`config.mk`:
```
export PLATFORM = sky130hd
export DESIGN_NAME = scc_div
export DESIGN_NICKNAME = d
export VERILOG_FILES = /design/src/rtl/scc_pkg.sv /design/src/rtl/scc_div.sv
export SDC_FILE = /design/constraint.sdc
export NUM_CORES = 1
export LEC_CHECK = 0
export BUFFER_PORTS_ARGS = -buffer_cell sky130_fd_sc_hd__buf_2
export CAP_MARGIN = 20
export CORE_MARGIN = 1.5
export CORE_UTILIZATION = 30
export CTS_BUF_LIST = sky130_fd_sc_hd__clkbuf_8
export DETAILED_ROUTE_END_ITERATION = 10
export GPL_TIMING_DRIVEN = 0
export PLACE_DENSITY = 0.56
export SYNTH_ARGS = -nofsm -noshare
export SYNTH_HDL_FRONTEND = slang
export SYNTH_SLANG_ARGS = --single-unit
```
`constraint.sdc`:
```
create_clock -name clock -period 13.25 [get_ports clock]
set_input_delay 1.9875 -clock clock [delete_from_list [all_inputs] [get_ports clock]]
set_output_delay 1.9875 -clock clock [all_outputs]
set_load 0.005 [all_outputs]
```
`src/rtl/scc_pkg.sv`:
```
`default_nettype none
// ----------------------------------------------------------------------------
// scc_pkg
// Shared constants, types and the sine table builder for the self
// scattering correlator.
// ----------------------------------------------------------------------------
package scc_pkg;

   localparam int POS_W      = 24;
   localparam int LAG_W      = 6;
   localparam int OUT_W      = 16;
   localparam int PAIR_W     = 7;
   localparam int PC_W       = 9;
   localparam int FC_W       = 7;
   localparam int CSR_DATA_W = 9;
   localparam int CSR_IDX_W  = 1;
   localparam int LANES      = 6;
   localparam int AXES       = 3;
   localparam int TAB_W      = 15;

   localparam logic [CSR_IDX_W-1:0] CSR_PARTICLE_COUNT = 1'b0;
   localparam logic [CSR_IDX_W-1:0] CSR_FRAME_COUNT    = 1'b1;

   localparam int DEF_MAX_PARTICLES = 256;
   localparam int DEF_MAX_FRAMES    = 64;
   localparam int DEF_POS_FRAC_BITS = 16;
   localparam int DEF_ANGLE_BITS    = 10;

   localparam longint PI_HALF_Q30 = 64'sd1686629713;
   localparam longint ONE_Q30     = 64'sd1073741824;

   typedef struct packed {
      logic issue;
      logic clear;
   } acc_ctl_type;

   function automatic longint taylor_div(input longint v, input int n);
      longint res;
      case (n)
         1:       res = v / 6;
         2:       res = v / 20;
         3:       res = v / 42;
         4:       res = v / 72;
         5:       res = v / 110;
         default: res = v / 156;
      endcase
      return res;
   endfunction

   // quarter wave entry, Q1.14, from a fixed point taylor series
   function automatic logic [TAB_W-1:0] sine_entry(input int q, input int abits);
      longint x;
      longint x2;
      longint term;
      longint sum;
      longint r;
      x    = (PI_HALF_Q30 * longint'(q)) >>> (abits - 2);
      x2   = (x * x) / ONE_Q30;
      term = x;
      sum  = x;
      for (int n = 1; n <= 6; n++) begin
         term = taylor_div(-((term * x2) / ONE_Q30), n);
         sum  = sum + term;
      end
      if (sum < 0) begin
         sum = 0;
      end
      r = (sum + 64'sd32768) >>> 16;
      if (r > 64'sd16384) begin
         r = 64'sd16384;
      end
      return r[TAB_W-1:0];
   endfunction

endpackage
`default_nettype wire

```
`src/rtl/scc_div.sv`:
```
`default_nettype none
// ----------------------------------------------------------------------------
// scc_div
// Six lane restoring divider, one quotient bit per cycle, rounds to nearest
// with ties away from zero.
// ----------------------------------------------------------------------------
module scc_div
   import scc_pkg::*;
#(
   parameter int SUM_W = 31,
   parameter int DEN_W = 15
) (
   input  wire logic             clock,
   input  wire logic             reset,
   input  wire logic             start,
   input  wire logic [SUM_W-1:0] sums [LANES],
   input  wire logic [DEN_W-1:0] den,
   output logic                  done_ff,
   output logic      [OUT_W-1:0] quot_ff [LANES]
);

   localparam int MAG_W = SUM_W + 1;
   localparam int CNT_W = $clog2(MAG_W + 1);

   logic [MAG_W-1:0] dvd_ff [LANES];
   logic [DEN_W:0]   rem_ff [LANES];
   logic             neg_ff [LANES];
   logic [DEN_W-1:0] den_ff;
   logic [CNT_W-1:0] cnt_ff;
   logic             busy_ff;
   logic [DEN_W:0]   rem_sh [LANES];
   logic             qbit [LANES];
   logic [SUM_W-1:0] absv [LANES];
   logic [OUT_W-1:0] qlow [LANES];

   always_comb begin
      for (int i = 0; i < LANES; i++) begin
         absv[i]   = sums[i][SUM_W-1] ? -sums[i] : sums[i];
         rem_sh[i] = {rem_ff[i][DEN_W-1:0], dvd_ff[i][MAG_W-1]};
         qbit[i]   = rem_sh[i] >= {1'b0, den_ff};
         qlow[i]   = {dvd_ff[i][OUT_W-2:0], qbit[i]};
      end
   end

   always_ff @(posedge clock) begin
      if (reset) begin
         busy_ff <= 1'b0;
         done_ff <= 1'b0;
         cnt_ff  <= '0;
      end else begin
         done_ff <= 1'b0;
         if (start) begin
            busy_ff <= 1'b1;
            cnt_ff  <= '0;
         end else if (busy_ff) begin
            cnt_ff <= cnt_ff + 1'b1;
            if (cnt_ff == CNT_W'(MAG_W - 1)) begin
               busy_ff <= 1'b0;
               done_ff <= 1'b1;
            end
         end
      end
   end

   always_ff @(posedge clock) begin
      if (start) begin
         den_ff <= den;
         for (int i = 0; i < LANES; i++) begin
            dvd_ff[i] <= {1'b0, absv[i]} + MAG_W'(den >> 1);
            rem_ff[i] <= '0;
            neg_ff[i] <= sums[i][SUM_W-1];
         end
      end else if (busy_ff) begin
         for (int i = 0; i < LANES; i++) begin
            rem_ff[i] <= qbit[i] ? rem_sh[i] - {1'b0, den_ff} : rem_sh[i];
            dvd_ff[i] <= {dvd_ff[i][MAG_W-2:0], qbit[i]};
            // last quotient bit, result ready together with done
            if (cnt_ff == CNT_W'(MAG_W - 1)) begin
               quot_ff[i] <= neg_ff[i] ? -qlow[i] : qlow[i];
            end
         end
      end
   end

endmodule
`default_nettype wire

```
==> flow_summary.ini <==
[status]
status = complete, no violations

[yosys]
ys_types = 96
synth-simple-area-share_pct = 18.9
synthFlopType = edfxtp_1
ys_async_sr_fraction_pct = 0
synthMuxAreaShare_pct = 0.669
ys_seq_elements = 407
synthCells = 3533
synth_area_per_cell_um2 = 9.21
synth_xor_area_share_pct = 11.2
syn-cell-area_um2 = 32500
syn_nets = 3944
synth_compound_area_share_pct = 20.5
ys_warn_count = 0
yosysSeqAreaShare_pct = 37.3
synth_edf_count = 399
synthAdderAreaFrac_pct = 8.24
synth_top_family_by_area = compound AO/OA/AOI/OAI gates

[clocking]
clk_latency_ps = 720
htree_num_levels = 3
post_cts_resize_count = 0
postCtsSetupRepairBufs = 0
cts_tree = yes
cts.sinks = 407
ctsLongestPathBuffers = 3
cts_root_buf = clkbuf_8
holdBufCountCts = 0
worst_setup_hold_path_clk_slew_ps = 70
cts-buffers-inserted = 72

[min_path]
min_path_type = reg2reg
hold_start = dvd_ff[0][30]

[worst_setup_path]
cp.arrival_ps = 7220
worstSetupEndpointType = flop
cpMostUsedCell = clkbuf_1
r2r-start = den_ff[0]
startpoint = sums[61]
slowest_stage = nor4_1
crit_chain = buf_2 > clkbuf_1 > clkbuf_1 > clkbuf_1 > buf_1 > o21ai_0 > ha_1 > a211oi_1 > o21a_1 > o21ai_0 > a2111oi_0 > nor4_1 > nand3_1 > and3_1 > nor3_1
path_max_fanout = 10
slowest_delay_ps = 840
critical_path_class = in2reg
cp-start-kind = primary input
worstPathRequired_ps = 13740

[place]
place_congestion = 0.890
dp_slack_ps = 5860
port_buffers = 292
dpl_cell_area_um2 = 36200
dp.cells = 5255
hpwlAfterDp_mm = 86.1

[timing]
tightest_slew_ps = 1190
setup_viol = 0
fin_skew_ps = 42.6
fin_setup_tns_ps = 0
final_max_slew_viol_count = 0
final_hold_viol_count = 0
worst_slack_ps = 6520
slew_headroom_pct = 20.8
period_share_pct = 50.8
max_freq_mhz = 149
rsz0062_at_grt = no
fin_crit_ps = 6730
fin_hold_ws_ps = 519

[finish]
drive_gt1_share_pct = 12.7
stdcell_area_um2 = 37600
final_common_cell = edfxtp_1
area_delta_synth_final_pct = 15.5
fin_util_pct = 35.0
final_cell_mix = edfxtp_1 (399), nand2_1 (312), buf_2 (301)
num-nets-final = 4340
instances_no_fill = 5389
nFillCells = 11100

[pwr]
power.total_mw = 4.25
cellLeakagePower_nw = 13.9
p_per_area_nw_per_um2 = 113
peakVddDrop_v = 0.0000580

[die]
fp.dieW_um = 332
dieHeight_um = 332
start_util_pct = 30.3
design.core.area_um2 = 107000
rows = 120
dieArea_um2 = 110000
ios = 301

[drt]
vias = 29400
wl_per_cell_um = 21.1
first_pass_iters = 5
avgViaCountPerCell = 5.45
drt_iter0_markers = 2475
drc = 0
totalWireLength_mm = 114
ant_nets = 0

[global_routing]
grt_pass1_wl_mm = 168
grt_util_all_layers_pct = 19.9
antenna_found_initial = 11
grt-ovfl-total = 0
grt_pass1_vias = 27600
grt_max_degree = 64

[job]
cap_violations = 0
## path summary, 6_finish.rpt
path / endpoint / slack (ps) / depth (start not counted)
max: dvd_ff[0][157] / 6520 / 15
min: dvd_ff[0][31] / 520 / 1
max reg2reg: quot_ff[94] / 8260 / 15
min reg2reg: dvd_ff[0][31] / 520 / 1
## worst max-delay path: cells and delay by family
kind / cells / cell delay [ps]
and+or+nand+nor: 4 / 1660
buffers and inverters: 5 / 1610
AOI/OAI and AO/OA: 5 / 1530
adders and majority gates: 1 / 420
## cell usage after synthesis, types with 37 or more instances
cell | n | area (µm²)
edfxtp_1 | 399 | 12000
nand2_1 | 312 | 1170
xnor2_1 | 283 | 2480
nor2_1 | 268 | 1010
a21oi_1 | 254 | 1270
o21ai_0 | 224 | 1120
ha_1 | 195 | 2440
xor2_1 | 133 | 1160
clkbuf_1 | 123 | 462
inv_1 | 122 | 458
nand3_1 | 116 | 581
o31ai_1 | 107 | 803
nor3_1 | 84 | 420
o41ai_1 | 71 | 622
or3_1 | 70 | 438
a21o_1 | 58 | 435
nand4_1 | 49 | 307
a211oi_1 | 46 | 345
nand2b_1 | 44 | 275
nor4_1 | 39 | 244
or4_1 | 39 | 293
o21a_1 | 37 | 278
## layer usage
metal / global-route usage, % / wire (µm) / vias to the layer above
li1: - / - / 14200
met1: 25.4 / 48700 / 14100
met2: 32.4 / 52600 / 936
met3: 3.59 / 7490 / 193
met4: 9.62 / 4850 / 2
met5: 0 / 8 / -
## kinds of logic after synthesis
logic type | after synthesis
fa+ha+maj | 207
xor+xnor | 416
buf+inv | 267
flops | 407
simple gates | 1208
compound gates | 1007
mux | 21
## report_power, final
part / internal (mW) / switching, mW
Sequential: 1.63 / 0.113
Clock: 0.587 / 0.593
Combinational: 0.524 / 0.810
## sequential cells by signal, indices dropped and copies added (netlist names)
name,cells
rem_ff,90
busy_ff,1
quot_ff,96
dvd_ff,192
cnt_ff,6
done_ff,1
neg_ff,6
den_ff,15
## layout make-up
class	count	area [µm²]	share of cell area (%)
Antenna cell	3	7.51	0.0200
Buffer	144	564	1.50
Clock buffer	74	1020	2.71
Clock inverter	54	352	0.936
Inverter	123	462	1.23
Multi-Input combinational cell	2859	19400	51.6
Sequential cell	407	12100	32.3
Tap cell	1403	1760	4.67
Timing Repair Buffer	322	1890	5.03
Power figures use the tool's default switching activity.
